==> config.mk <==
export PLATFORM = sky130hd
export DESIGN_NAME = au_header_section_depacketizer_top
export DESIGN_NICKNAME = d
export VERILOG_FILES = /design/src/hdl/auhdp_pkg.sv /design/src/hdl/auhdp_ram.sv /design/src/hdl/au_header_section_depacketizer_top.sv
export SDC_FILE = /design/constraint.sdc
export NUM_CORES = 2
export LEC_CHECK = 0
export ABC_AREA = 1
export BUFFER_PORTS_ARGS = -buffer_cell sky130_fd_sc_hd__buf_2
export CORE_AREA = 2 2 416 418
export CTS_CLUSTER_DIAMETER = 40
export DETAILED_ROUTE_END_ITERATION = 12
export DIE_AREA = 0 0 418 420
export PLACE_DENSITY = 0.71
export SYNTH_ARGS = -nofsm -noshare
export SYNTH_HDL_FRONTEND = slang
export SYNTH_SLANG_ARGS = --single-unit
==> constraint.sdc <==
create_clock -name clk -period 19.75 [get_ports clk]
set_input_delay 1.975 -clock clk [delete_from_list [all_inputs] [get_ports clk]]
set_output_delay 1.975 -clock clk [all_outputs]
set_load 0.005 [all_outputs]
==> src/hdl/auhdp_pkg.sv <==
// ----------------------------------------------------------------------------
// AU header depacketizer package
// Shared widths, register codes, result kinds and the controller state type.
// ----------------------------------------------------------------------------
`default_nettype none

package auhdp_pkg;

  localparam int unsigned MAX_AU_HEADERS_DEF = 64;

  localparam int BYTE_W  = 8;
  localparam int WIDTH_W = 5;
  localparam int LEN_W   = 16;
  localparam int NUM_W   = 6;
  localparam int HB_W    = 14;

  typedef logic [WIDTH_W-1:0] fwidth_t;
  typedef logic [1:0]         cfg_idx_t;
  typedef logic [1:0]         kind_t;

  localparam cfg_idx_t CFG_SIZE_BITS  = 2'd0;
  localparam cfg_idx_t CFG_INDEX_BITS = 2'd1;
  localparam cfg_idx_t CFG_DELTA_BITS = 2'd2;

  localparam fwidth_t SIZE_BITS_RST  = 5'd13;
  localparam fwidth_t INDEX_BITS_RST = 5'd3;
  localparam fwidth_t DELTA_BITS_RST = 5'd3;

  localparam kind_t KIND_AU   = 2'd0;
  localparam kind_t KIND_DONE = 2'd1;
  localparam kind_t KIND_ERR  = 2'd2;

  typedef enum logic [3:0] {
    ST_LEN_HI,
    ST_LEN_LO,
    ST_DIV,
    ST_HDR,
    ST_SKIP_RD,
    ST_SKIP_CHK,
    ST_PAYLOAD,
    ST_DROP,
    ST_FIN
  } state_t;

endpackage

`default_nettype wire

==> src/hdl/auhdp_ram.sv <==
// ----------------------------------------------------------------------------
// AU header depacketizer table RAM
// Single write port, single read port, read data registered.
// ----------------------------------------------------------------------------
`default_nettype none

module auhdp_ram #(
  parameter int unsigned WIDTH = 16,
  parameter int unsigned DEPTH = 64,
  localparam int AW = (DEPTH > 1) ? $clog2(DEPTH) : 1
) (
  input  logic             clk,
  input  logic             we,
  input  logic [AW-1:0]    waddr,
  input  logic [WIDTH-1:0] wdata,
  input  logic [AW-1:0]    raddr,
  output logic [WIDTH-1:0] rdata
);

  logic [WIDTH-1:0] mem [DEPTH];
  logic [WIDTH-1:0] rdata_r;

  always_ff @(posedge clk) begin
    if (we) begin
      mem[waddr] <= wdata;
    end
    rdata_r <= mem[raddr];
  end

  assign rdata = rdata_r;

endmodule

`default_nettype wire

==> src/hdl/au_header_section_depacketizer_top.sv <==
// ----------------------------------------------------------------------------
// AU header section depacketizer
// Parses the AU header section of one RTP payload into size and index tables,
// then tags each payload byte with its AU and reports packet status.
// ----------------------------------------------------------------------------
// Channel  Dir  Handshake            Word
// in_      in   in_valid/in_stall    payload byte with packet end mark
// out_     out  out_valid/out_stall  AU byte, or done/error status
// cfg_     in   cfg_wr_en            size/index/delta field width
//
// Each length byte is consumed from the input register; the second starts a
// restoring divide that yields the header count. A header byte is shifted in
// one header bit at a time, with a step per zero-width index or delta field
// and one to retire the byte. Payload bytes pass through the input register;
// each table entry read at an AU boundary goes through ST_SKIP_RD and
// ST_SKIP_CHK (registered RAM read). Packet end emits the status word in
// ST_FIN. Reset restores the field widths 13/3/3 and keeps the tables.
// ----------------------------------------------------------------------------
`default_nettype none

module au_header_section_depacketizer_top #(
  parameter int unsigned MAX_AU_HEADERS = auhdp_pkg::MAX_AU_HEADERS_DEF
) (
  input  logic                        clk,
  input  logic                        rst_n,
  input  logic                        in_valid,
  output logic                        in_stall,
  input  logic [auhdp_pkg::BYTE_W-1:0] in_payload_byte,
  input  logic                        in_packet_end,
  output logic                        out_valid,
  input  logic                        out_stall,
  output auhdp_pkg::kind_t            out_kind,
  output logic [auhdp_pkg::BYTE_W-1:0] out_byte,
  output logic [auhdp_pkg::NUM_W-1:0] out_au_number,
  output logic [auhdp_pkg::LEN_W-1:0] out_au_length,
  output logic [auhdp_pkg::LEN_W-1:0] out_au_index_field,
  output logic                        out_au_last,
  input  logic                        cfg_wr_en,
  input  auhdp_pkg::cfg_idx_t         cfg_index,
  input  auhdp_pkg::fwidth_t          cfg_wdata
);

  import auhdp_pkg::*;

  localparam int AW = (MAX_AU_HEADERS > 1) ? $clog2(MAX_AU_HEADERS) : 1;
  localparam int CW = $clog2(MAX_AU_HEADERS + 1);

  state_t state_r, state_nxt;
  logic in_full_r;
  logic [BYTE_W-1:0] byte_r;
  logic end_r;

  fwidth_t cfg_s_r, cfg_i_r, cfg_d_r;
  fwidth_t lat_s_r, lat_s_nxt, lat_i_r, lat_i_nxt, lat_d_r, lat_d_nxt;

  logic [BYTE_W-1:0] len_hi_r, len_hi_nxt;
  logic [HB_W-1:0] hdr_bytes_r, hdr_bytes_nxt, bytes_seen_r, bytes_seen_nxt;
  logic [LEN_W-1:0] dvd_r, dvd_nxt;
  logic [5:0] rem_r, rem_nxt;
  logic [3:0] div_cnt_r, div_cnt_nxt;

  logic [CW-1:0] hcount_r, hcount_nxt, parsed_r, parsed_nxt, cur_r, cur_nxt;
  logic fii_r, fii_nxt;
  logic [LEN_W-1:0] acc_r, acc_nxt;
  logic [WIDTH_W-1:0] held_r, held_nxt;
  logic [3:0] bcnt_r, bcnt_nxt;
  logic [LEN_W-1:0] left_r, left_nxt, au_len_r, au_len_nxt, au_idx_r, au_idx_nxt;
  kind_t fin_kind_r, fin_kind_nxt;

  logic out_valid_r;
  kind_t ok_kind_r;
  logic [BYTE_W-1:0] ob_r;
  logic [NUM_W-1:0] onum_r;
  logic [LEN_W-1:0] olen_r, oidx_r;
  logic olast_r;

  logic in_accept, consume, out_free, emit;
  kind_t ev_kind;
  logic [BYTE_W-1:0] ev_byte;
  logic [NUM_W-1:0] ev_num;
  logic [LEN_W-1:0] ev_len, ev_idx;
  logic ev_last;

  logic [LEN_W-1:0] hdr_total;
  logic [5:0] si, sd;
  logic [6:0] trial;
  logic trial_ge;
  logic [5:0] div_rem;
  logic [LEN_W-1:0] div_dvd;

  fwidth_t cur_w;
  logic hdr_more, pending, bit_in;
  logic [2:0] bit_sel;
  logic [LEN_W-1:0] shift_acc;
  logic [WIDTH_W-1:0] shift_held;
  logic store;
  logic [LEN_W-1:0] store_val;
  logic [LEN_W-1:0] size_rd, index_rd;

  assign in_stall  = in_full_r;
  assign in_accept = in_valid && !in_stall;
  assign out_free  = !out_valid_r || !out_stall;

  assign hdr_total = {len_hi_r, byte_r};
  assign si        = 6'(cfg_s_r) + 6'(cfg_i_r);
  assign sd        = 6'(lat_s_r) + 6'(lat_d_r);
  assign trial     = {rem_r, dvd_r[LEN_W-1]};
  assign trial_ge  = trial >= {1'b0, sd};
  assign div_rem   = trial_ge ? 6'(trial - {1'b0, sd}) : trial[5:0];
  assign div_dvd   = {dvd_r[LEN_W-2:0], trial_ge};

  assign cur_w      = !fii_r ? lat_s_r : ((parsed_r == '0) ? lat_i_r : lat_d_r);
  assign hdr_more   = parsed_r < hcount_r;
  assign pending    = hdr_more && (held_r == cur_w);
  assign bit_sel    = 3'(bcnt_r - 4'd1);
  assign bit_in     = byte_r[bit_sel];
  assign shift_acc  = {acc_r[LEN_W-2:0], bit_in};
  assign shift_held = held_r + 5'd1;

  always_comb begin
    state_nxt      = state_r;
    lat_s_nxt      = lat_s_r;
    lat_i_nxt      = lat_i_r;
    lat_d_nxt      = lat_d_r;
    len_hi_nxt     = len_hi_r;
    hdr_bytes_nxt  = hdr_bytes_r;
    bytes_seen_nxt = bytes_seen_r;
    dvd_nxt        = dvd_r;
    rem_nxt        = rem_r;
    div_cnt_nxt    = div_cnt_r;
    hcount_nxt     = hcount_r;
    parsed_nxt     = parsed_r;
    cur_nxt        = cur_r;
    fii_nxt        = fii_r;
    acc_nxt        = acc_r;
    held_nxt       = held_r;
    bcnt_nxt       = bcnt_r;
    left_nxt       = left_r;
    au_len_nxt     = au_len_r;
    au_idx_nxt     = au_idx_r;
    fin_kind_nxt   = fin_kind_r;
    consume        = 1'b0;
    store          = 1'b0;
    store_val      = '0;
    emit           = 1'b0;
    ev_kind        = KIND_AU;
    ev_byte        = '0;
    ev_num         = '0;
    ev_len         = '0;
    ev_idx         = '0;
    ev_last        = 1'b0;

    case (state_r)
      ST_LEN_HI: begin
        if (in_full_r) begin
          consume    = 1'b1;
          len_hi_nxt = byte_r;
          if (end_r) begin
            fin_kind_nxt = KIND_ERR;
            state_nxt    = ST_FIN;
          end else begin
            state_nxt = ST_LEN_LO;
          end
        end
      end
      ST_LEN_LO: begin
        if (in_full_r) begin
          consume   = 1'b1;
          lat_s_nxt = cfg_s_r;
          lat_i_nxt = cfg_i_r;
          lat_d_nxt = cfg_d_r;
          if (end_r) begin
            fin_kind_nxt = KIND_ERR;
            state_nxt    = ST_FIN;
          end else if (cfg_s_r == '0 || hdr_total < 16'(si)) begin
            state_nxt = ST_DROP;
          end else begin
            dvd_nxt       = hdr_total - 16'(si);
            rem_nxt       = '0;
            div_cnt_nxt   = 4'd15;
            hdr_bytes_nxt = HB_W'((17'(hdr_total) + 17'd7) >> 3);
            state_nxt     = ST_DIV;
          end
        end
      end
      ST_DIV: begin
        dvd_nxt     = div_dvd;
        rem_nxt     = div_rem;
        div_cnt_nxt = div_cnt_r - 4'd1;
        if (div_cnt_r == '0) begin
          if (div_dvd >= 16'(MAX_AU_HEADERS)) begin
            state_nxt = ST_DROP;
          end else begin
            hcount_nxt     = CW'(div_dvd) + CW'(1);
            parsed_nxt     = '0;
            fii_nxt        = 1'b0;
            acc_nxt        = '0;
            held_nxt       = '0;
            bytes_seen_nxt = '0;
            bcnt_nxt       = 4'd8;
            state_nxt      = ST_HDR;
          end
        end
      end
      ST_HDR: begin
        if (in_full_r) begin
          if (pending) begin
            store     = 1'b1;
            store_val = acc_r;
          end else if (hdr_more && bcnt_r != '0) begin
            bcnt_nxt = bcnt_r - 4'd1;
            if (shift_held == cur_w) begin
              store     = 1'b1;
              store_val = shift_acc;
            end else begin
              acc_nxt  = shift_acc;
              held_nxt = shift_held;
            end
          end else begin
            consume        = 1'b1;
            bcnt_nxt       = 4'd8;
            bytes_seen_nxt = bytes_seen_r + HB_W'(1);
            if (bytes_seen_r + HB_W'(1) >= hdr_bytes_r) begin
              if (end_r) begin
                fin_kind_nxt = KIND_DONE;
                state_nxt    = ST_FIN;
              end else begin
                cur_nxt   = '0;
                state_nxt = ST_SKIP_RD;
              end
            end else if (end_r) begin
              fin_kind_nxt = KIND_ERR;
              state_nxt    = ST_FIN;
            end
          end
          if (store) begin
            acc_nxt  = '0;
            held_nxt = '0;
            fii_nxt  = !fii_r;
            if (fii_r) begin
              parsed_nxt = parsed_r + CW'(1);
            end
          end
        end
      end
      ST_SKIP_RD: begin
        if (cur_r < hcount_r) begin
          state_nxt = ST_SKIP_CHK;
        end else begin
          left_nxt  = '0;
          state_nxt = ST_PAYLOAD;
        end
      end
      ST_SKIP_CHK: begin
        if (size_rd == '0) begin
          cur_nxt   = cur_r + CW'(1);
          state_nxt = ST_SKIP_RD;
        end else begin
          au_len_nxt = size_rd;
          au_idx_nxt = index_rd;
          left_nxt   = size_rd;
          state_nxt  = ST_PAYLOAD;
        end
      end
      ST_PAYLOAD: begin
        if (in_full_r && out_free) begin
          consume = 1'b1;
          if (cur_r < hcount_r) begin
            emit     = 1'b1;
            ev_kind  = KIND_AU;
            ev_byte  = byte_r;
            ev_num   = NUM_W'(cur_r);
            ev_len   = au_len_r;
            ev_idx   = au_idx_r;
            ev_last  = (left_r == 16'd1) || end_r;
            left_nxt = left_r - 16'd1;
            if (left_r == 16'd1) begin
              cur_nxt   = cur_r + CW'(1);
              state_nxt = ST_SKIP_RD;
            end
          end
          if (end_r) begin
            fin_kind_nxt = KIND_DONE;
            state_nxt    = ST_FIN;
          end
        end
      end
      ST_DROP: begin
        if (in_full_r) begin
          consume = 1'b1;
          if (end_r) begin
            fin_kind_nxt = KIND_ERR;
            state_nxt    = ST_FIN;
          end
        end
      end
      ST_FIN: begin
        if (out_free) begin
          emit      = 1'b1;
          ev_kind   = fin_kind_r;
          state_nxt = ST_LEN_HI;
        end
      end
      default: begin
        state_nxt = ST_LEN_HI;
      end
    endcase
  end

  always_ff @(posedge clk) begin
    if (!rst_n) begin
      state_r      <= ST_LEN_HI;
      in_full_r    <= 1'b0;
      out_valid_r  <= 1'b0;
      cfg_s_r      <= SIZE_BITS_RST;
      cfg_i_r      <= INDEX_BITS_RST;
      cfg_d_r      <= DELTA_BITS_RST;
      bytes_seen_r <= '0;
      div_cnt_r    <= '0;
      hcount_r     <= '0;
      parsed_r     <= '0;
      cur_r        <= '0;
      fii_r        <= 1'b0;
      held_r       <= '0;
      bcnt_r       <= '0;
      left_r       <= '0;
      fin_kind_r   <= KIND_ERR;
    end else begin
      state_r      <= state_nxt;
      bytes_seen_r <= bytes_seen_nxt;
      div_cnt_r    <= div_cnt_nxt;
      hcount_r     <= hcount_nxt;
      parsed_r     <= parsed_nxt;
      cur_r        <= cur_nxt;
      fii_r        <= fii_nxt;
      held_r       <= held_nxt;
      bcnt_r       <= bcnt_nxt;
      left_r       <= left_nxt;
      fin_kind_r   <= fin_kind_nxt;
      if (in_accept) begin
        in_full_r <= 1'b1;
      end else if (consume) begin
        in_full_r <= 1'b0;
      end
      if (emit) begin
        out_valid_r <= 1'b1;
      end else if (!out_stall) begin
        out_valid_r <= 1'b0;
      end
      if (cfg_wr_en) begin
        case (cfg_index)
          CFG_SIZE_BITS:  cfg_s_r <= cfg_wdata;
          CFG_INDEX_BITS: cfg_i_r <= cfg_wdata;
          CFG_DELTA_BITS: cfg_d_r <= cfg_wdata;
          default: begin
          end
        endcase
      end
    end
  end

  always_ff @(posedge clk) begin
    if (in_accept) begin
      byte_r <= in_payload_byte;
      end_r  <= in_packet_end;
    end
    lat_s_r     <= lat_s_nxt;
    lat_i_r     <= lat_i_nxt;
    lat_d_r     <= lat_d_nxt;
    len_hi_r    <= len_hi_nxt;
    hdr_bytes_r <= hdr_bytes_nxt;
    dvd_r       <= dvd_nxt;
    rem_r       <= rem_nxt;
    acc_r       <= acc_nxt;
    au_len_r    <= au_len_nxt;
    au_idx_r    <= au_idx_nxt;
    if (emit) begin
      ok_kind_r <= ev_kind;
      ob_r      <= ev_byte;
      onum_r    <= ev_num;
      olen_r    <= ev_len;
      oidx_r    <= ev_idx;
      olast_r   <= ev_last;
    end
  end

  auhdp_ram #(
    .WIDTH(LEN_W),
    .DEPTH(MAX_AU_HEADERS)
  ) u_size_ram (
    .clk  (clk),
    .we   (store && !fii_r),
    .waddr(parsed_r[AW-1:0]),
    .wdata(store_val),
    .raddr(cur_r[AW-1:0]),
    .rdata(size_rd)
  );

  auhdp_ram #(
    .WIDTH(LEN_W),
    .DEPTH(MAX_AU_HEADERS)
  ) u_index_ram (
    .clk  (clk),
    .we   (store && fii_r),
    .waddr(parsed_r[AW-1:0]),
    .wdata(store_val),
    .raddr(cur_r[AW-1:0]),
    .rdata(index_rd)
  );

  assign out_valid          = out_valid_r;
  assign out_kind           = ok_kind_r;
  assign out_byte           = ob_r;
  assign out_au_number      = onum_r;
  assign out_au_length      = olen_r;
  assign out_au_index_field = oidx_r;
  assign out_au_last        = olast_r;

endmodule

`default_nettype wire

# Word-level counts from Yosys, hierarchy flattened
# Memories as Yosys holds them, arrays and structs flattened. A register that Yosys moved wholly into a read port is not among the register bits.
# Cells that the tools add are included.
dict set report totals {
  ff_bits 253
  latch_bits 0
  mem_bits_rw 2048
  mem_bits_ro 0
  output_inout_bits 51
  word_cells 280
  n_memories 2
}
# name depth word_bits rd rd_ports_with_merged_regs write_ports line
set memory_table {}
lappend memory_table {u_index_ram.mem 64 16 1 1 1 auhdp_ram.sv:20} ;# logic [WIDTH-1:0] mem [DEPTH];
lappend memory_table {u_size_ram.mem 64 16 1 1 1 auhdp_ram.sv:20}
dict set report op_classes {
  addsub 13
  n_mul 0
  div 0
  order_cmp 7
  eq_ne 41
  n_shift 0
  muxes 132
  bitwise_logic 4
  n_reduce_logical 47
}
# operator count
set ops {}
lappend ops {{16-bit two-way mux} 19}
lappend ops {{4-bit two-way mux} 25}
lappend ops {{7-bit two-way mux} 14}
lappend ops {{14-bit two-way mux} 5}
lappend ops {{16-bit case mux with 2 select lines} 2}
lappend ops {{16-bit case mux with 3 select lines} 1}
lappend ops {{5-bit two-way mux} 9}
lappend ops {{2-bit inequality test (second input constant)} 21}
lappend ops {{4-bit case mux with 9 select lines} 1}
lappend ops {{1-bit two-way mux} 28}
lappend ops {{14-bit case mux with 2 select lines} 1}
lappend ops {{6-bit two-way mux} 4}
lappend ops {{7-bit by 1-bit adder with 7-bit output (second input constant)} 3}
lappend ops {{7-bit case mux with 3 select lines} 1}
lappend ops {{2-bit two-way mux} 10}
lappend ops {{6-bit AND reduction} 3}
lappend ops {{16-bit by 3-bit adder with 17-bit output (second input constant)} 1}
lappend ops {{16-bit by 1-bit == test with 1-bit output (second input constant)} 1}
lappend ops {{4-bit by 3-bit == test with 1-bit output (second input constant)} 4}
lappend ops {{16-bit by 7-bit greater-or-equal comparator with 1-bit output (second input constant)} 1}
lappend ops {{16-bit logical NOT} 1}
lappend ops {{16-bit by 6-bit less-than comparator with 1-bit output} 1}
lappend ops {{4-bit case mux with 2 select lines} 2}
lappend ops {{16-bit by 1-bit subtractor with 16-bit output (second input constant)} 1}
lappend ops {{45 further kinds} 85}

# Longest topological paths before layout
dict set report depth {
  depth_word 14
  mapped_depth 21
}

# Hierarchy
# Synthesis repeated with hierarchy kept, for this count alone.
dict set report hier_totals {
  hier_cells 8668
  hier_area_um2 97857.6
}
# module instances cells_per_inst area_per_inst_um2 seq_area_each_um2
set modules_own_cells {}
lappend modules_own_cells {auhdp_ram 2 3534 42140.4 31069.8}
lappend modules_own_cells {au_header_section_depacketizer_top 1 1600 13576.8 6716.4}

# Worst setup path before layout
# No wires, ideal clock.
dict set report synth_path {
  path_kind {reg2reg}
  startpoint {reg parsed_r[1]}
  endpoint {mem u_index_ram.mem[0][10], data pin}
  t_arrival_ns 5.446
  setup_slack_ns 13.414
  path_stages_with_launch 17
  period_less_slack_ns 6.336
  path_cell_list {dfxtp_1 inv_1 ha_1 nand2_1 nor2_8 nand2_4 nand2_1 nand3_1 nand3_1 nand2_1 nand2_1 nor2_4 nand3_4 inv_2 buf_2 nand2_1 a21oi_1}
}
dict set report synth_via {
  elab_chain_len 9
  word_cells_on_any_way 13
}
# item line
set synth_rtl {}
lappend synth_rtl {{from (decl)} au_header_section_depacketizer_top.sv:62} ;# logic [CW-1:0] hcount_r, hcount_nxt, parsed_r, parsed_nxt, cur_r, cur_nxt;
lappend synth_rtl {{from (signal assigned)} au_header_section_depacketizer_top.sv:333} ;# parsed_r <= parsed_nxt;
lappend synth_rtl {{7-bit logical NOT} au_header_section_depacketizer_top.sv:112} ;# assign cur_w = !fii_r ? lat_s_r : ((parsed_r == '0) ? lat_i_r : lat_d_r);
lappend synth_rtl {{5-bit two-way mux (2 in series)} au_header_section_depacketizer_top.sv:112}
lappend synth_rtl {{5-bit == test} au_header_section_depacketizer_top.sv:212} ;# if (shift_held == cur_w) begin
lappend synth_rtl {{16-bit two-way mux} au_header_section_depacketizer_top.sv:212}
lappend synth_rtl {{16-bit two-way mux} au_header_section_depacketizer_top.sv:210} ;# end else if (hdr_more && bcnt_r != '0) begin
lappend synth_rtl {{16-bit two-way mux (*)} au_header_section_depacketizer_top.sv:207} ;# if (pending) begin
lappend synth_rtl {{16-bit two-way mux (*)} au_header_section_depacketizer_top.sv:206} ;# if (in_full_r) begin
lappend synth_rtl {{16-bit two-way mux (*)} au_header_section_depacketizer_top.sv:153} ;# case (state_r)
lappend synth_rtl {{net store_val[10]} au_header_section_depacketizer_top.sv:97} ;# logic [LEN_W-1:0] store_val;
lappend synth_rtl {{to (decl)} auhdp_ram.sv:20}
# The timed path passes the listed nets; every way through them passes the cells marked *.

# Worst setup path after layout
dict set report layout_path {
  startpoint {reg parsed_r[0]}
  endpoint {mem u_index_ram.mem[57][12], data pin}
}
# The elaborated chain is that of the path after synthesis.

==> flow_summary.toml <==
[run_status]
outcome = "finished clean"

[timing]
finClkSkew_ns = 0.0695
max_clock_freq_mhz = 209
final_min_period_over_clock_period = 0.243
worst_slew_pin_slew_ns = 1.36
worst_slew_margin = 0.0899
report.final.hold_viol_count = 0
finalMaxSlewViolations = 0
final.hold.worst_slack_ns = 0.407
rsz0062_at_grt = "false"
final.min_clock_period_ns = 4.79
totalNegativeSetupSlack_ns = 0
setup_violators_final = 0

[clocking]
clock_slew_at_reported_path_ffs_ns = 0.06
number_of_cells_upsized_or_downsized_after_cts = 0
clock_latency_reported_for_the_late_side_of_the_worst_skew_pair_ns = 0.94
post_cts_buffers = 0
cts_h_tree_depth = 5
tritoncts = "done"
number_of_buffers_created_by_cts = 298
cts_hold_repair.buffers = 0
clock_path_buffers = 4
root_buf_cell = "sky130_fd_sc_hd__clkbuf_16"
cts_num_sinks = 2333

[global_route]
grt_pass1_wl_um = 388000
pin_count_of_the_biggest_net_entering_global_routing = 248
grt_overflow = 0
gr-usage-all-layers = 0.299
grt_pass1_vias = 60170
grt_antenna_before_repair = 9

[setup_path]
worst-setup-path-type = "register to register"
timing.critical_path.arrival_ns = 5.40
path_max_fanout = 52
required_time_of_the_critical_path_ns = 20.36
worstSetupEndpointType = "register"
timing.critical_path.from_type = "register"

[synthesis]
post_synth_num_cell_types = 56
syn-num-nets = 7544
synthesis.yosys.warnings = 0
syn_area_per_cell_um2 = 12.6
yosysSeqAreaShare = 0.735
synthCells = 7459
ys_async_sr_fraction = 0
ys_ff_latch = 2333
mappedNetlistArea_mm2 = 0.0937
number_of_synthesized_flops_with_an_enable_pin = 2213
postSynth.topFlopCell = "sky130_fd_sc_hd__edfxtp_1"

[finish]
layout.cells.most_common = "sky130_fd_sc_hd__edfxtp_1"
nFillCells = 12425
final_cell_mix = "sky130_fd_sc_hd__edfxtp_1, sky130_fd_sc_hd__nor2_1, sky130_fd_sc_hd__o21ai_0"
design.final.nets = 7628
areaGrowthSynthToFinish_pct = 13.5
drive_gt1_frac = 0.107

[die]
ioPinCount = 72
die_h_um = 420
core_region_area_mm2 = 0.171
die_w_um = 418
fp.dieArea_mm2 = 0.176
placement_rows = 152
initial_utilization = 0.548

[route]
drtAntennaViolNets = 0
detail_route.vias_per_cell = 6.39
route.final.wire_length_um = 267000
num_vias = 63972
detail_route.wl_per_cell_um = 26.7
remaining_drc_errors = 0
drt_first_iter_violations = 9241
drt-pass1-iter-count = 10

[placement]
port_buffers = 71
gp_routability_congestion = 0.935
place.detailed.hpwl_um = 149000

[worst_hold_path]
hold_path.class = "register to register"

[pwr]
vdd.ir_drop.worst_mv = 0.0725
total_leakage_power_uw = 0.0306
power.density_mw_per_mm2 = 114

[flow_run]
timing.max_cap.violations = 0
[synthesized netlist by cell type (4+ instances only)]
cell type	instances	area, µm²
sky130_fd_sc_hd__inv_1	226	848
sky130_fd_sc_hd__o21a_1	4	30.0
sky130_fd_sc_hd__fa_1	4	80.1
sky130_fd_sc_hd__o22ai_1	335	2100
sky130_fd_sc_hd__ha_1	60	751
sky130_fd_sc_hd__buf_1	30	113
sky130_fd_sc_hd__nand3_1	290	1450
sky130_fd_sc_hd__nand3b_1	6	45.0
sky130_fd_sc_hd__o21ai_0	1113	5570
sky130_fd_sc_hd__nor2_2	10	62.6
sky130_fd_sc_hd__a32o_1	7	70.1
sky130_fd_sc_hd__a31oi_1	20	125
sky130_fd_sc_hd__dfxtp_1	120	2400
sky130_fd_sc_hd__a21oi_1	154	771
sky130_fd_sc_hd__inv_2	15	56.3
sky130_fd_sc_hd__nor2_1	1359	5100
sky130_fd_sc_hd__buf_6	13	146
sky130_fd_sc_hd__nand2_1	594	2230
sky130_fd_sc_hd__xor2_1	40	350
sky130_fd_sc_hd__nand3_2	7	70.1
sky130_fd_sc_hd__clkbuf_1	386	1450
sky130_fd_sc_hd__xnor2_1	9	78.8
sky130_fd_sc_hd__nor3_1	19	95.1
sky130_fd_sc_hd__o21ai_1	5	25.0
sky130_fd_sc_hd__buf_2	47	235
sky130_fd_sc_hd__edfxtp_1	2213	66500
sky130_fd_sc_hd__clkinv_1	4	15.0
sky130_fd_sc_hd__nor4_1	11	68.8
sky130_fd_sc_hd__or2_2	6	37.5
sky130_fd_sc_hd__nand4_1	55	344
sky130_fd_sc_hd__o221ai_1	182	1590
sky130_fd_sc_hd__o211ai_1	79	593
[flip-flops by register name, indices dropped and copies added, names as in the netlist, 6 cells and up, named ones only]
register / count
acc_r: 16
au_idx_r: 16
au_len_r: 16
byte_r: 8
bytes_seen_r: 14
cur_r: 7
dvd_r: 16
hcount_r: 7
hdr_bytes_r: 14
left_r: 16
len_hi_r: 8
out_au_index_field: 16
out_au_length: 16
out_au_number: 6
out_byte: 8
parsed_r: 7
rem_r: 6
u_index_ram.mem: 1024
u_index_ram.rdata: 16
u_size_ram.mem: 1024
u_size_ram.rdata: 16
[cell families (layout without fill, tap and decap cells)]
logic type | after synthesis | in the layout | synth area share
DFF | 2333 | 2333 | 0.735
other | 0 | 6 | 0
and+or+nand+nor | 2375 | 2375 | 0.104
adders and majority gates | 64 | 64 | 0.00886
AOI/OAI and AO/OA | 1915 | 1915 | 0.117
xor gates and xnor gates | 49 | 49 | 0.00458
buffers and inverters | 723 | 1031 | 0.0307
[routing by layer]
layer	track usage	share of wire	up-vias
li1	-	-	27718
met3	0.0709	0.12	717
met4	0.140	0.048	12
met1	0.405	0.37	31494
met2	0.458	0.46	4031
met5	0.00528	0.00073	-
[worst paths after layout]
path / from / end / slack [ns] / cells after the start
worst max-delay path: parsed_r[0] / u_index_ram.mem[57][12] / 14.96 / 17
worst min-delay path: u_index_ram.rdata[5] / au_idx_r[5] / 0.41 / 0
worst max register to register: parsed_r[0] / u_index_ram.mem[57][12] / 14.96 / 17
worst min register to register: u_index_ram.rdata[5] / au_idx_r[5] / 0.41 / 0
[critical path: stages (launching register included)]
cell and delay, ns:
sky130_fd_sc_hd__dfxtp_1 0.48, sky130_fd_sc_hd__inv_2 0.14, sky130_fd_sc_hd__ha_1 0.21, sky130_fd_sc_hd__nand2_1 0.16, sky130_fd_sc_hd__nor2_8 0.08, sky130_fd_sc_hd__nand2_4 0.14
sky130_fd_sc_hd__nand2_1 0.08, sky130_fd_sc_hd__nand2_1 0.06, sky130_fd_sc_hd__nand2_1 0.07, sky130_fd_sc_hd__nand3_1 0.11, sky130_fd_sc_hd__nand2_1 0.09, sky130_fd_sc_hd__nor2_4 0.17
sky130_fd_sc_hd__nand3_4 0.15, sky130_fd_sc_hd__inv_2 0.23, sky130_fd_sc_hd__nand2_1 0.14, sky130_fd_sc_hd__a21oi_4 0.92, sky130_fd_sc_hd__buf_4 0.59, sky130_fd_sc_hd__buf_4 0.59
[cell type report]
type,count,area [µm²],area share
antenna,6,15.0,0.000141
clock buffer,356,7930,0.0745
clock inverter,168,1650,0.0155
inverter,245,940,0.00884
multi-input combinational,4403,22300,0.209
sequential,2333,68900,0.648
tap,2233,2790,0.0263
timing repair buffer,262,1880,0.0176
[metrics by stage]
step,area (µm²),utilization,worst slack [ns],cells,power (µW)
after floorplan,93700,-,13.41,7459,6490
after global placement,96800,0.566,15.17,9476,6890
after detailed placement,96800,0.566,15.02,9476,6930
after CTS,106000,0.622,14.99,10000,12100
after global routing,106000,0.622,14.71,10002,12500
final,106000,0.622,14.96,10006,12100
[power breakdown]
group          switching (µW)  leakage (µW)  total, µW  internal [µW]
registers                75.4        0.0166       5520           5440
logic                     956       0.00939       1360            400
clock network            2090       0.00461       5240           3160
No activity file was read; power rests on OpenSTA's default activity.
